### src/sv/fixed_string_line_filter_assert.svh
// Assertion macros for the line filter. Define SYNTH to drop them.
`ifndef FIXED_STRING_LINE_FILTER_ASSERT_SVH
`define FIXED_STRING_LINE_FILTER_ASSERT_SVH

`ifndef SYNTH
// Property that must hold at every edge out of reset.
`define FSL_ASSERT(lbl, prop) \
  lbl: assert property (@(posedge clk) disable iff (!rst_n) prop) \
    else $error("fixed_string_line_filter: assertion failed");
// Condition that must never be true out of reset.
`define FSL_NEVER(lbl, cond) \
  lbl: assert property (@(posedge clk) disable iff (!rst_n) !(cond)) \
    else $error("fixed_string_line_filter: forbidden condition seen");
`else
`define FSL_ASSERT(lbl, prop)
`define FSL_NEVER(lbl, cond)
`endif

`endif

### src/sv/fsl_pkg.sv
package fsl_pkg;

  localparam int MAX_PATTERN   = 32;
  localparam int LINE_CAPACITY = 2048;
  localparam int PAT_BITS      = MAX_PATTERN * 8;
  localparam int LEN_W         = 6;
  localparam int CELL_IDX_W    = (MAX_PATTERN > 1) ? $clog2(MAX_PATTERN) : 1;
  localparam int BYTES_W       = $clog2(LINE_CAPACITY);
  localparam int CNT_W         = 32;
  localparam int FIFO_DEPTH    = 4;
  localparam int FIFO_PTR_W    = $clog2(FIFO_DEPTH);
  localparam int FIFO_CNT_W    = $clog2(FIFO_DEPTH + 1);

  localparam logic [7:0] NEWLINE_BYTE = 8'h0A;
  localparam logic [7:0] UPPER_A      = 8'h41;
  localparam logic [7:0] UPPER_Z      = 8'h5A;
  localparam logic [7:0] CASE_OFFSET  = 8'd32;

  localparam logic REQ_TEXT = 1'b0;
  localparam logic REQ_END  = 1'b1;

  localparam logic KIND_LINE  = 1'b0;
  localparam logic KIND_COUNT = 1'b1;

  typedef enum logic [2:0] {
    REG_PATTERN_LENGTH = 3'd0,
    REG_PATTERN_WORD0  = 3'd1,
    REG_PATTERN_WORD1  = 3'd2,
    REG_PATTERN_WORD2  = 3'd3,
    REG_PATTERN_WORD3  = 3'd4,
    REG_IGNORE_CASE    = 3'd5,
    REG_INVERT_MATCH   = 3'd6
  } cfg_reg_t;

  // Control for the matcher row, one byte per cycle while input is not stalled.
  typedef struct packed {
    logic             advance;
    logic             clear;
    logic [7:0]       data;
    logic             ignore_case;
    logic [LEN_W-1:0] active_len;
  } chain_ctrl_t;

  // Result entry; value is the line number or the match total by kind.
  typedef struct packed {
    logic             kind;
    logic [CNT_W-1:0] value;
    logic             truncated;
    logic             last;
  } result_t;

  function automatic logic [7:0] fold_byte(input logic [7:0] b, input logic ic);
    if (ic && b >= UPPER_A && b <= UPPER_Z) begin
      return b + CASE_OFFSET;
    end
    return b;
  endfunction

endpackage

### src/sv/fsl_match_cell.sv
module fsl_match_cell (
  input  logic                          clk,
  input  logic                          rst_n,
  input  fsl_pkg::chain_ctrl_t          ctrl,
  input  logic [7:0]                    data_folded,
  input  logic [fsl_pkg::CELL_IDX_W-1:0] cell_idx,
  input  logic [7:0]                    pat_byte,
  input  logic                          prev_hit,
  output logic                          hit_r,
  output logic                          tail_hit
);
  import fsl_pkg::*;

  logic             enabled;
  logic             eq;
  logic             hit_nxt;
  logic [LEN_W-1:0] pos;

  assign pos     = LEN_W'(cell_idx);
  assign enabled = pos < ctrl.active_len;
  assign eq      = enabled && (fold_byte(pat_byte, ctrl.ignore_case) == data_folded);

  always_comb begin
    hit_nxt = hit_r;
    if (ctrl.clear) begin
      hit_nxt = 1'b0;
    end else if (ctrl.advance) begin
      hit_nxt = prev_hit & eq;
    end
  end

  // full pattern ends at this byte when this cell is the last one in use
  assign tail_hit = ctrl.advance && !ctrl.clear && hit_nxt &&
                    ((pos + LEN_W'(1)) == ctrl.active_len);

  always_ff @(posedge clk) begin
    if (!rst_n) begin
      hit_r <= 1'b0;
    end else begin
      hit_r <= hit_nxt;
    end
  end

endmodule

### src/sv/fsl_match_chain.sv
module fsl_match_chain (
  input  logic                          clk,
  input  logic                          rst_n,
  input  fsl_pkg::chain_ctrl_t          ctrl,
  input  logic [fsl_pkg::PAT_BITS-1:0]  pattern,
  output logic                          found
);
  import fsl_pkg::*;

  logic [MAX_PATTERN-1:0] hits;
  logic [MAX_PATTERN-1:0] tails;
  logic [7:0]             data_folded;

  assign data_folded = fold_byte(ctrl.data, ctrl.ignore_case);

  for (genvar i = 0; i < MAX_PATTERN; i++) begin : g_cell
    logic prev;
    if (i == 0) begin : g_head
      assign prev = 1'b1;
    end else begin : g_body
      assign prev = hits[i-1];
    end

    fsl_match_cell u_cell (
      .clk         (clk),
      .rst_n       (rst_n),
      .ctrl        (ctrl),
      .data_folded (data_folded),
      .cell_idx    (CELL_IDX_W'(i)),
      .pat_byte    (pattern[i*8 +: 8]),
      .prev_hit    (prev),
      .hit_r       (hits[i]),
      .tail_hit    (tails[i])
    );
  end

  assign found = |tails;

endmodule

### src/sv/fsl_out_fifo.sv
`include "fixed_string_line_filter_assert.svh"

module fsl_out_fifo (
  input  logic              clk,
  input  logic              rst_n,
  input  logic [1:0]        push_cnt,
  input  fsl_pkg::result_t  push0,
  input  fsl_pkg::result_t  push1,
  input  logic              pop,
  output logic              not_empty,
  output logic              almost_full,
  output fsl_pkg::result_t  head
);
  import fsl_pkg::*;

  result_t                mem_r [FIFO_DEPTH];
  logic [FIFO_PTR_W-1:0]  wptr_r, wptr_nxt;
  logic [FIFO_PTR_W-1:0]  rptr_r, rptr_nxt;
  logic [FIFO_CNT_W-1:0]  count_r, count_nxt;
  logic [FIFO_PTR_W-1:0]  wptr_plus1;

  assign wptr_plus1  = wptr_r + FIFO_PTR_W'(1);
  assign not_empty   = count_r != '0;
  // room for two entries is needed before taking an item
  assign almost_full = count_r > FIFO_CNT_W'(FIFO_DEPTH - 2);
  assign head        = mem_r[rptr_r];

  assign wptr_nxt  = wptr_r + FIFO_PTR_W'(push_cnt);
  assign rptr_nxt  = rptr_r + FIFO_PTR_W'(pop);
  assign count_nxt = count_r + FIFO_CNT_W'(push_cnt) - FIFO_CNT_W'(pop);

  always_ff @(posedge clk) begin
    if (!rst_n) begin
      wptr_r  <= '0;
      rptr_r  <= '0;
      count_r <= '0;
    end else begin
      wptr_r  <= wptr_nxt;
      rptr_r  <= rptr_nxt;
      count_r <= count_nxt;
    end
  end

  always_ff @(posedge clk) begin
    if (push_cnt != 2'd0) begin
      mem_r[wptr_r] <= push0;
    end
    if (push_cnt == 2'd2) begin
      mem_r[wptr_plus1] <= push1;
    end
  end

  `FSL_ASSERT(a_count_bound, count_r <= FIFO_CNT_W'(FIFO_DEPTH))
  `FSL_NEVER(a_pop_empty, pop && count_r == '0)
  `FSL_NEVER(a_push_overflow, (FIFO_CNT_W + 1)'(count_r) + (FIFO_CNT_W + 1)'(push_cnt)
             > (FIFO_CNT_W + 1)'(FIFO_DEPTH) + (FIFO_CNT_W + 1)'(pop))
  `FSL_ASSERT(a_drain, (pop && push_cnt == 2'd0) |=> count_r == $past(count_r) - 1'b1)

endmodule

### src/sv/fixed_string_line_filter.sv
// Output: a line report or count is registered into the result queue and shows on
//   out_* from its head; an end request with an open selected line gives two items.
// Throughput: one input item per cycle; the matcher row updates every prefix bit
//   in the same cycle, and the 4-entry result queue stalls input when under 2 free.
// Reset: synchronous, active low; clears config, counters, line state, queue.
`include "fixed_string_line_filter_assert.svh"

module fixed_string_line_filter (
  input  logic                 clk,
  input  logic                 rst_n,
  // input channel
  input  logic                 in_valid,
  output logic                 in_stall,
  input  logic                 in_req_type,
  input  logic [7:0]           in_data_byte,
  // result channel
  output logic                 out_valid,
  input  logic                 out_stall,
  output logic                 out_result_kind,
  output logic [31:0]          out_line_number,
  output logic                 out_was_truncated,
  output logic [31:0]          out_match_total,
  output logic                 out_last,
  // configuration write channel
  input  logic                 cfg_valid,
  output logic                 cfg_ready,
  input  logic [2:0]           cfg_index,
  input  logic [63:0]          cfg_data
);
  import fsl_pkg::*;

  // configuration registers
  logic [LEN_W-1:0]    pat_len_r;
  logic [PAT_BITS-1:0] pattern_r;
  logic [255:0]        pat_words_r;
  logic                ignore_case_r;
  logic                invert_r;

  // per-line and per-stream state
  logic                found_r, found_nxt;
  logic [BYTES_W-1:0]  bytes_r, bytes_nxt;
  logic                ovf_r, ovf_nxt;
  logic [CNT_W-1:0]    seen_r, seen_nxt;
  logic [CNT_W-1:0]    sel_r, sel_nxt;

  logic                in_acc;
  logic                is_text, is_newline, is_end;
  logic                has_room;
  logic                finish;
  logic                hit, selected;
  logic [CNT_W-1:0]    seen_inc, sel_inc;
  logic [LEN_W-1:0]    active_len;
  logic                chain_found;
  chain_ctrl_t         ctrl;

  logic [1:0]          push_cnt;
  result_t             push0, push1, head;
  logic                fifo_ne, fifo_af;

  assign cfg_ready = 1'b1;

  // config writes; an index past the list is dropped
  always_ff @(posedge clk) begin
    if (!rst_n) begin
      pat_len_r     <= '0;
      pat_words_r   <= '0;
      ignore_case_r <= 1'b0;
      invert_r      <= 1'b0;
    end else if (cfg_valid && cfg_ready) begin
      unique case (cfg_index)
        REG_PATTERN_LENGTH: pat_len_r           <= cfg_data[LEN_W-1:0];
        REG_PATTERN_WORD0:  pat_words_r[63:0]    <= cfg_data;
        REG_PATTERN_WORD1:  pat_words_r[127:64]  <= cfg_data;
        REG_PATTERN_WORD2:  pat_words_r[191:128] <= cfg_data;
        REG_PATTERN_WORD3:  pat_words_r[255:192] <= cfg_data;
        REG_IGNORE_CASE:    ignore_case_r       <= cfg_data[0];
        REG_INVERT_MATCH:   invert_r            <= cfg_data[0];
        default: ;
      endcase
    end
  end

  assign pattern_r = pat_words_r[PAT_BITS-1:0];

  // lengths past the row act as a full row
  assign active_len = (pat_len_r > LEN_W'(MAX_PATTERN)) ? LEN_W'(MAX_PATTERN) : pat_len_r;

  // input decode
  assign in_stall   = fifo_af;
  assign in_acc     = in_valid && !in_stall;
  assign is_text    = in_acc && (in_req_type == REQ_TEXT) && (in_data_byte != NEWLINE_BYTE);
  assign is_newline = in_acc && (in_req_type == REQ_TEXT) && (in_data_byte == NEWLINE_BYTE);
  assign is_end     = in_acc && (in_req_type == REQ_END);
  assign has_room   = bytes_r < BYTES_W'(LINE_CAPACITY - 1);

  // a line closes on newline, or at end of input when it holds bytes
  assign finish = is_newline || (is_end && bytes_r != '0);

  assign ctrl.advance     = is_text && has_room;
  assign ctrl.clear       = is_newline || is_end;
  assign ctrl.data        = in_data_byte;
  assign ctrl.ignore_case = ignore_case_r;
  assign ctrl.active_len  = active_len;

  fsl_match_chain u_chain (
    .clk     (clk),
    .rst_n   (rst_n),
    .ctrl    (ctrl),
    .pattern (pattern_r),
    .found   (chain_found)
  );

  // empty pattern matches every line, also an empty one
  assign hit      = found_r || (active_len == '0);
  assign selected = hit != invert_r;
  assign seen_inc = (seen_r == '1) ? seen_r : seen_r + CNT_W'(1);
  assign sel_inc  = (sel_r  == '1) ? sel_r  : sel_r  + CNT_W'(1);

  always_comb begin
    found_nxt = found_r;
    bytes_nxt = bytes_r;
    ovf_nxt   = ovf_r;
    seen_nxt  = seen_r;
    sel_nxt   = sel_r;
    push_cnt  = 2'd0;

    push0.kind      = KIND_LINE;
    push0.value     = seen_inc;
    push0.truncated = ovf_r;
    push0.last      = is_newline;

    push1.kind      = KIND_COUNT;
    push1.value     = (finish && selected) ? sel_inc : sel_r;
    push1.truncated = 1'b0;
    push1.last      = 1'b1;

    if (is_text) begin
      if (has_room) begin
        bytes_nxt = bytes_r + BYTES_W'(1);
        found_nxt = found_r | chain_found;
      end else begin
        ovf_nxt = 1'b1;
      end
    end

    if (finish) begin
      seen_nxt = seen_inc;
      if (selected) begin
        sel_nxt  = sel_inc;
        push_cnt = 2'd1;
      end
    end

    if (is_newline || is_end) begin
      found_nxt = 1'b0;
      bytes_nxt = '0;
      ovf_nxt   = 1'b0;
    end

    if (is_end) begin
      seen_nxt = '0;
      sel_nxt  = '0;
      if (push_cnt == 2'd1) begin
        push_cnt = 2'd2;
      end else begin
        push_cnt = 2'd1;
        push0    = push1;
      end
    end
  end

  always_ff @(posedge clk) begin
    if (!rst_n) begin
      found_r <= 1'b0;
      bytes_r <= '0;
      ovf_r   <= 1'b0;
      seen_r  <= '0;
      sel_r   <= '0;
    end else begin
      found_r <= found_nxt;
      bytes_r <= bytes_nxt;
      ovf_r   <= ovf_nxt;
      seen_r  <= seen_nxt;
      sel_r   <= sel_nxt;
    end
  end

  fsl_out_fifo u_fifo (
    .clk         (clk),
    .rst_n       (rst_n),
    .push_cnt    (push_cnt),
    .push0       (push0),
    .push1       (push1),
    .pop         (out_valid && !out_stall),
    .not_empty   (fifo_ne),
    .almost_full (fifo_af),
    .head        (head)
  );

  assign out_valid         = fifo_ne;
  assign out_result_kind   = head.kind;
  assign out_line_number   = (head.kind == KIND_LINE)  ? head.value : '0;
  assign out_match_total   = (head.kind == KIND_COUNT) ? head.value : '0;
  assign out_was_truncated = (head.kind == KIND_LINE)  ? head.truncated : 1'b0;
  assign out_last          = head.last;

  // line state is empty right after any line end
  `FSL_ASSERT(a_line_cleared, $past(is_newline || is_end) |-> (bytes_r == '0 && !found_r && !ovf_r))
  // overflow only once the stored part is full
  `FSL_NEVER(a_ovf_early, ovf_r && has_room)
  // stream counters restart after end of input
  `FSL_ASSERT(a_end_clears, is_end |=> (seen_r == '0 && sel_r == '0))

endmodule

### config.mk
export PLATFORM = sky130hd
export DESIGN_NAME = fixed_string_line_filter
export DESIGN_NICKNAME = d
export VERILOG_FILES = /design/src/sv/fsl_pkg.sv /design/src/sv/fsl_match_cell.sv /design/src/sv/fsl_match_chain.sv /design/src/sv/fsl_out_fifo.sv /design/src/sv/fixed_string_line_filter.sv
export VERILOG_INCLUDE_DIRS = /design/src /design/src/sv
export SDC_FILE = /design/constraint.sdc
export NUM_CORES = 1
export LEC_CHECK = 0
export BUFFER_PORTS_ARGS = -buffer_cell sky130_fd_sc_hd__buf_2
export CAP_MARGIN = 20
export CORE_MARGIN = 2
export CORE_UTILIZATION = 41
export DETAILED_ROUTE_END_ITERATION = 6
export PLACE_DENSITY = 0.59
export SYNTH_ARGS = -nofsm -noshare
export SYNTH_HDL_FRONTEND = slang
export SYNTH_SLANG_ARGS = --single-unit
### constraint.sdc
create_clock -name clk -period 3.25 [get_ports clk]
set_input_delay 0.1625 -clock clk [delete_from_list [all_inputs] [get_ports clk]]
set_output_delay 0.1625 -clock clk [all_outputs]
set_load 0.05 [all_outputs]
* After elaboration in Yosys (flattened, before gate mapping)
Memory sizes are Yosys's and may differ from the RTL's. A register that Yosys moved wholly into a read port is not among the register bits.
Index checks and enable logic that the tools add are counted.
** Cells by class
- Bitwise operators :: 35
- Multiplexer cells :: 181
- Order comparisons :: 101
- Eq/ne operators :: 77
- Add/sub/neg operators :: 41
- Reductions and logical operators :: 196
** Operator list (number)
- $mux W8 :: 66
- $add A8 B6 Y8 const B :: 33
- $ge A8 B7 Y1 const B :: 33
- $le A8 B7 Y1 const B :: 33
- $eq A8 B8 Y1 :: 32
- $logic_and A1 B1 Y1 :: 172
- $mux W32 :: 5
- $mux W1 :: 104
- $eq A5 B6 Y1 const A :: 16
- $lt A5 B6 Y1 const A :: 16
- $mux W35 :: 2
- $add A32 B1 Y32 const B :: 2
- $eq A32 B32 Y1 const B :: 2
- $eq A4 B6 Y1 const A :: 8
- $lt A4 B6 Y1 const A :: 8
- $reduce_or A32 Y1 :: 1
- $and A1 B1 Y1 :: 31
- $eq A3 B6 Y1 const A :: 4
- $lt A3 B6 Y1 const A :: 4
- $reduce_and A2 Y1 :: 10
- $eq A2 B6 Y1 const A :: 2
- $lt A1 B6 Y1 const A :: 2
- $lt A2 B6 Y1 const A :: 2
- $add A11 B1 Y11 const B :: 1
- 30 further kinds :: 42
** Storage, ports and cells
- Bits of input ports :: 81
- Memories kept :: 1
- Bits in writable memories :: 140
- Register bits after elaboration :: 380
- Output and inout port bits :: 70
** Memories
- u_fifo.mem_r :: words 4, width 35, read ports 1, clocked after Yosys merged registers in 1, write ports 2, RTL line fsl_out_fifo.sv:16 : result_t mem_r [FIFO_DEPTH];

* Longest topological paths before layout
Gate-level depths: netlist (run 1).
- Depth in word-level cells :: 14
- Depth in mapped cells :: 14

* Cells and area by module
From an unflattened synthesis (run 1), not the netlist that was laid out.
** Second synthesis, totals
- Cell total of the unflattened synthesis :: 4447
- Area, all modules :: 39570.5 um2
** Modules (own cells, without submodules)
- fixed_string_line_filter :: times used 1, seq. area each 6826.5 um2, cells an instance 1958, area each 15889.0 um2
- fsl_match_cell (u_chain.g_cell[0].u_cell ...) :: times used 31, seq. area each 20.0 um2, cells an instance 65, area each 509.2 um2
- fsl_out_fifo :: times used 1, seq. area each 4344.2 um2, cells an instance 381, area each 7181.9 um2
- fsl_match_cell (u_chain.g_cell[8].u_cell) :: times used 1, seq. area each 20.0 um2, cells an instance 69, area each 555.5 um2
- fsl_match_chain :: times used 1, seq. area each 0.0 um2, cells an instance 24, area each 157.7 um2

* Worst setup path before layout (run 1)
OpenSTA, ideal clock, no wires.
- Path kind :: input -> register
- Start :: in in_data_byte[2]
- End :: mem u_fifo.mem_r[1][10] in the netlist's numbering (enable)
- Slack :: -0.256 ns
- Cell stages on the path :: 11
- Buffers on the path :: 2
- Setup time :: 0.391 ns
- Data required time :: 2.859 ns
- Data arrival time :: 3.115 ns
- Path through :: buf_2 -> or3_1 -> o41a_1 -> nor3b_4 -> nand2_2 -> inv_2 -> ha_1 -> inv_1 -> or3_1 -> buf_1 -> nand2_1
** RTL lines
- start, declared :: RTL line fixed_string_line_filter.sv:15 : input logic [7:0] in_data_byte,
- end, declared :: RTL line fsl_out_fifo.sv:16

==> flow_metrics.env, run 1 <==
export IMPL_grt_pass1_vias=24330
export IMPL_synth_main_ff_cell="dfxtp_1"
export IMPL_status="completed"
export IMPL_worst_slack_ps=183.5
export IMPL_coreArea_mm2=0.07027
export IMPL_path_class="reg2reg"
export IMPL_place_congestion=0.9370
export IMPL_numPortBuffers=149
export IMPL_synth_nets=3491
export IMPL_fp_dieH_um=270.8
export IMPL_ys_seq_area_frac=0.4006
export IMPL_dr_pass1_iters=6
export IMPL_max_cap_violations=0
export IMPL_synth_area_mm2=0.02918
export IMPL_post_route_period_util=0.9435
export IMPL_routedWlPerCell_um=20.62
export IMPL_slew_headroom=0.3903
export IMPL_ff2ff_path_depth=11
export IMPL_period_needed_ps=3066
export IMPL_cp_cell_sequence="ha_1, nand2_1, nor4_1, nand4b_1, nand4_1, nor4_1, buf_4, nand2_1, xnor2_1, mux2i_1, o22ai_1"
export IMPL_row_count=97
export IMPL_powerDensity_mw_per_mm2=556.8
export IMPL_startpoint_type="flop"
export IMPL_setup_viol=0
export IMPL_worstPathRequired_ps=3640
export IMPL_hold_path_end="u_fifo.rptr_r[0]"
export IMPL_worstMarginPinSlew_ps=914.6
export IMPL_drv_slew=0
export IMPL_cp_slowest_stage_delay_ps=480
export IMPL_slowest_stage="mux2i_1"
export IMPL_min_from="out_stall"
export IMPL_clk_path_buf_depth=3
export IMPL_drtIter0Drc=2408
export IMPL_synth_edff_count=128
export IMPL_post_cts_repair_setup_buffers=0
export IMPL_grt_ovfl_total=0
export IMPL_htree_levels=2
export IMPL_insertion_delay_ps=670
export IMPL_power_total_uw=19370
export IMPL_min_path_cells=4
export IMPL_avgSynthCellArea_um2=8.675
export IMPL_vias_per_cell=5.613
export IMPL_clock_sinks=520
export IMPL_clkTransAtPathRegs_ps=60
export IMPL_die_x_um=270.8
export IMPL_r2r_start="seen_r[0]"
export IMPL_rsz0062_at_grt="no"
export IMPL_cp_top_family="simple AND/OR/NAND/NOR gates"
export IMPL_fmax_ghz=0.3261
export IMPL_ys_types=92
export IMPL_vias=25930
export IMPL_fin_nets=3755
export IMPL_postRouteAntennaNets=0
export IMPL_antenna_found_initial=3
export IMPL_synth_seq_cells=520
export IMPL_root_buffer="clkbuf_16"
export IMPL_drcViolationCount=0
export IMPL_drive_gt1_frac=0.1496
export IMPL_layout_commonest_cell="nand2_1"
export IMPL_end_kind="flop"
export IMPL_grt_start_max_net_pins=159
export IMPL_arrival_ps=3460
export IMPL_routed_wl_um=95220
export IMPL_numCtsBuffers=58
export IMPL_grt_pass1_wl_um=146600
export IMPL_initial_core_util=0.4153
export IMPL_cp_max_fo=5
export IMPL_cp_num_buf_inv=1
export IMPL_hold_violations=0
export IMPL_tritoncts="yes"
export IMPL_yosysWarnings=0
export IMPL_crit_reg2reg_capture="u_fifo.mem_r[3][24]"
export IMPL_fin_tns_setup_ps=0
export IMPL_min_path_type="in2reg"
export IMPL_ys_async_sr_fraction=0
export IMPL_io_pins=151
export IMPL_syn_to_final_growth_pct=19.22
export IMPL_synthCells=3364
export IMPL_layout_common_cells="nand2_1, dfxtp_1, a21boi_0, xnor2_1, buf_4"
export IMPL_grt_total_usage=0.2530
export IMPL_die_area_mm2=0.07333
export IMPL_leakage_uw=0.01187
export IMPL_pre_cts_ws_ps=83.50
export IMPL_rrSetupSlack_ps=180
export IMPL_fin_skew_ps=63.87
export IMPL_ir_worst_vdd_v=0.0006877
export IMPL_hpwlAfterDp_um=67020
-- report_power, final --
part	total (uW)	switching [uW]	internal (uW)
Sequential	7110	182	6920
Combinational	5400	3750	1660
Clock	6860	2910	3950
Total	19400	6840	12500
-- cells in the mapped netlist, drive strengths merged (59+ instances only) --
master,count,area share
nor2b,61,0.013
clkbuf,162,0.021
buf,59,0.0097
nor2,181,0.023
dfxtp,392,0.27
xor2,138,0.041
nand4,63,0.014
o22ai,113,0.024
nand3,63,0.011
edfxtp,128,0.13
xnor2,201,0.061
nand2,684,0.088
a21oi,99,0.017
inv,67,0.0086
a21boi,268,0.069
-- worst min-delay path: stages --
cell     delay [ps]
buf_2            70
nor2b_1          80
ha_1            280
and2_1          110
-- metal layers --
layer / vias up / GRT usage / wire length [um]
met5: - / 0 / 11
met4: 2 / 0.07808 / 2695
met3: 162 / 0.04145 / 6749
met2: 890 / 0.3942 / 42370
met1: 12380 / 0.3578 / 43390
li1: 12490 / - / -
-- worst max-delay path by stage --
stage / cells after the start / from / to
2_1_floorplan: 9 / in_data_byte[2] / u_fifo.mem_r[3][10]
3_3_place_gp: 12 / in_data_byte[2] / u_fifo.mem_r[0][14]
3_5_place_dp: 10 / in_data_byte[0] / u_fifo.mem_r[0][16]
4_1_cts: 9 / seen_r[27] / u_fifo.mem_r[2][29]
5_1_grt: 13 / bytes_r[0] / u_fifo.mem_r[1][9]
6_report: 11 / seen_r[0] / u_fifo.mem_r[3][24]
-- per-stage QoR --
step           std cells  hold slack, ps  utilization  cell area [um^2]
2_1_floorplan       3364           307.4            -             29190
3_3_place_gp        4439           440.8       0.4565             32080
3_5_place_dp        4439           450.4       0.4565             32080
4_1_cts             4617           50.69       0.4949             34780
5_1_grt             4619           105.9       0.4951             34790
6_report            4619           71.73       0.4951             34790
-- registers in the layout, indices dropped and copies added (netlist names) --
register / flops
ignore_case_r: 1
seen_r: 32
bytes_r: 11
sel_r: 32
found_r: 1
ovf_r: 1
pat_words_r: 256
invert_r: 1
u_fifo.count_r: 3
u_fifo.mem_r: 140
pat_len_r: 6
u_chain.g_cell.u_cell.hit_r: 32
u_fifo.rptr_r: 2
u_fifo.wptr_r: 2
-- layout make-up --
cell class | instances | area [um^2]
fillers | 6717 | 35480
well taps | 940 | 1176
flip-flops and latches | 520 | 11690
multi-input cells | 2556 | 16410
clock inverters | 24 | 274.0
inverters | 67 | 251.5
clock buffers | 85 | 1734
repair buffers | 425 | 3247
diodes | 2 | 5.005
-- kinds of logic after synthesis --
family / synth area share
buffers and inverters: 0.03914
AOI/OAI and AO/OA: 0.1824
muxes: 0.03443
xor gates and xnor gates: 0.1020
DFF: 0.4006
other: 0.0001285
adders and majority gates: 0.01998
and+or+nand+nor: 0.2213
-- repair_timing --
item,in CTS,in global routing
endpoints found under the setup margin,0,8
resized for setup,0,3
hold buffers,69,0
endpoints found under the hold margin,269,0
No activity file was read; power rests on OpenSTA's default activity.
==> inputs of run 2 (changes only) <==
--- a/config.mk
+++ b/config.mk
@@ -10,6 +10,7 @@
 export CAP_MARGIN = 20
 export CORE_MARGIN = 2
 export CORE_UTILIZATION = 41
+export CTS_BUF_LIST = sky130_fd_sc_hd__clkbuf_4
 export DETAILED_ROUTE_END_ITERATION = 6
 export PLACE_DENSITY = 0.59
 export SYNTH_ARGS = -nofsm -noshare
==> run 2 against run 1 <==
Effect of this change:
- sequential power hardly changed
- via count is 4.1% higher
- maximum frequency is 1.8% lower
- sequential cell count unchanged
- global-route usage increased by 0.88 points
- first-iteration DRC count grew 0.21%
- highest routed layer unchanged
- worst setup slack got worse by 55 ps
- register-to-register slack better by 20 ps
==> flow_metrics.env, run 2 (synthesis gave the netlist of run 1 again) <==
export IMPL_status="completed"
export IMPL_leakage_uw=0.01243
export IMPL_setup_viol=0
export IMPL_n_fill_cell=6712
export IMPL_die_x_um=270.8
export IMPL_htree_levels=4
export IMPL_grt_start_max_net_pins=159
export IMPL_ir_worst_vdd_v=0.0006876
export IMPL_dr_pass1_iters=6
export IMPL_path_class="in2reg"
export IMPL_fin_skew_ps=94.80
export IMPL_cellInternalPower_uw=11990
export IMPL_place_congestion=0.9370
export IMPL_numCtsBuffers=149
export IMPL_fin_nets=3934
export IMPL_coreArea_mm2=0.07027
export IMPL_ff2ff_path_depth=10
export IMPL_fin_util=0.5077
export IMPL_postLayoutCellArea_mm2=0.03568
export IMPL_swShare=0.3713
export IMPL_antenna_found_initial=4
export IMPL_vias=26980
export IMPL_post_cts_repair_setup_buffers=0
export IMPL_period_needed_ps=3122
export IMPL_drv_slew=0
export IMPL_p_switching_uw=7080
export IMPL_clock_sinks=520
export IMPL_insertion_delay_ps=1090
export IMPL_hold_violations=0
export IMPL_largest_reg_flops=256
export IMPL_end_kind="flop"
export IMPL_worst_slack_ps=128.4
export IMPL_pwr_share_comb=0.288
export IMPL_arrival_ps=4070
export IMPL_fmax_ghz=0.3204
export IMPL_root_buffer="clkbuf_4"
export IMPL_drtIter0Drc=2413
export IMPL_die_area_mm2=0.07333
export IMPL_drcViolationCount=0
export IMPL_postRouteAntennaNets=0
export IMPL_grt_pass1_wl_um=150600
export IMPL_routedWlPerCell_um=20.07
export IMPL_min_path_type="in2reg"
export IMPL_layout_common_cells="nand2_1, dfxtp_1, a21boi_0, clkbuf_4, xnor2_1"
export IMPL_clk_path_buf_depth=3
export IMPL_syn_to_final_growth_pct=22.26
export IMPL_vias_per_cell=5.543
export IMPL_cp_max_fo=21
export IMPL_initial_core_util=0.4153
export IMPL_hpwlAfterDp_um=67020
export IMPL_numPortBuffers=149
export IMPL_fin_tns_setup_ps=0
export IMPL_worstMarginPinSlew_ps=898.6
export IMPL_io_pins=151
export IMPL_powerDensity_mw_per_mm2=534.4
export IMPL_max_cap_violations=0
export IMPL_fin_cells=4868
export IMPL_top_register="pat_words_r"
export IMPL_layout_commonest_cell="nand2_1"
export IMPL_grt_ovfl_total=0
export IMPL_post_route_period_util=0.9605
export IMPL_grt_total_usage=0.2618
export IMPL_grt_pass1_vias=25590
export IMPL_clockPowerShare=0.339
export IMPL_row_count=97
export IMPL_routed_wl_um=97690
export IMPL_dpl_cell_count=4439
export IMPL_slew_headroom=0.3996
export IMPL_clkTransAtPathRegs_ps=60
export IMPL_tritoncts="yes"
export IMPL_startpoint_type="input pin"
export IMPL_drive_gt1_frac=0.1775
export IMPL_min_path_cells=4
export IMPL_worstPathRequired_ps=4200
export IMPL_seqPwrFrac=0.373
export IMPL_pre_cts_ws_ps=83.50
export IMPL_place_area_mm2=0.03208
export IMPL_top_regs="pat_words_r: 256 flops, u_fifo.mem_r: 140 flops"
export IMPL_fp_dieH_um=270.8
==> run 2: cell count changes in the layout (fill, tap and decap cells not counted), sizes merged <==
cell | previous run | this run
clkbuf | 85 | 221
dlygate4sd3 | 69 | 157
clkinv | 19 | 35
inv | 68 | 75
diode | 2 | 6
bufinv | 3 | 2
clkinvlp | 1 | 0
==> run 2: final cells by class <==
cell class              count  area (um^2)  share of cell area
multi-input cells        2556        16420              0.4603
flip-flops and latches    520        11690              0.3277
well taps                 940         1176             0.03296
inverters                  67        251.5            0.007049
diodes                      6        15.01           0.0004208
repair buffers            513         4128              0.1157
clock buffers             221         1659             0.04650
clock inverters            45        331.6            0.009293
==> run 2: worst paths after layout <==
kind         slack (ps)                  end           startpoint
min reg2reg         470  u_fifo.mem_r[2][34]  u_fifo.mem_r[2][34]
min                  50     pat_words_r[122]         cfg_data[58]
max reg2reg         200              found_r    u_fifo.count_r[2]
max                 130              found_r      in_data_byte[7]
==> run 2: stage by stage <==
step	power, uW	hold slack (ps)
after floorplan	11130	307.4
after global placement	12580	440.8
after detailed placement	12610	450.4
after CTS	19220	1.216
after global routing	19920	25.22
final	19070	52.79
==> run 2: power groups by stage <==
stage	clock [uW]	sequential [uW]	combinational, uW
after global routing	6950	7130	5840
after CTS	6600	7100	5520
final	6460	7100	5500
after global placement	0	7240	5340
after floorplan	0	7170	3960
after detailed placement	0	7240	5370
==> run 2: timing repair <==
action	CTS	global route
endpoints found under the setup margin	0	57
hold buffers	157	0
gates resized for setup	0	7
endpoints found under the hold margin	330	0
==> run 2: worst max-delay path, stage by stage <==
cell           delay [ps]
dlygate4sd3_1         530
buf_2                 110
or2_1                 200
buf_4                 180
nor4_1                 50
dlygate4sd3_1         550
buf_4                 150
or4_1                 590
buf_12                220
or3_1                 350
nor4_1                360
a22oi_1               150
o2111ai_1             180
nor4_1                100
a211oi_2              170
==> run 2: routing by layer <==
| layer | global-route usage | part of all wire |
|---|---|---|
| met5 | 0 | 0.00054 |
| met2 | 0.4007 | 0.45 |
| met3 | 0.06231 | 0.079 |
| met1 | 0.3572 | 0.45 |
| met4 | 0.09872 | 0.029 |
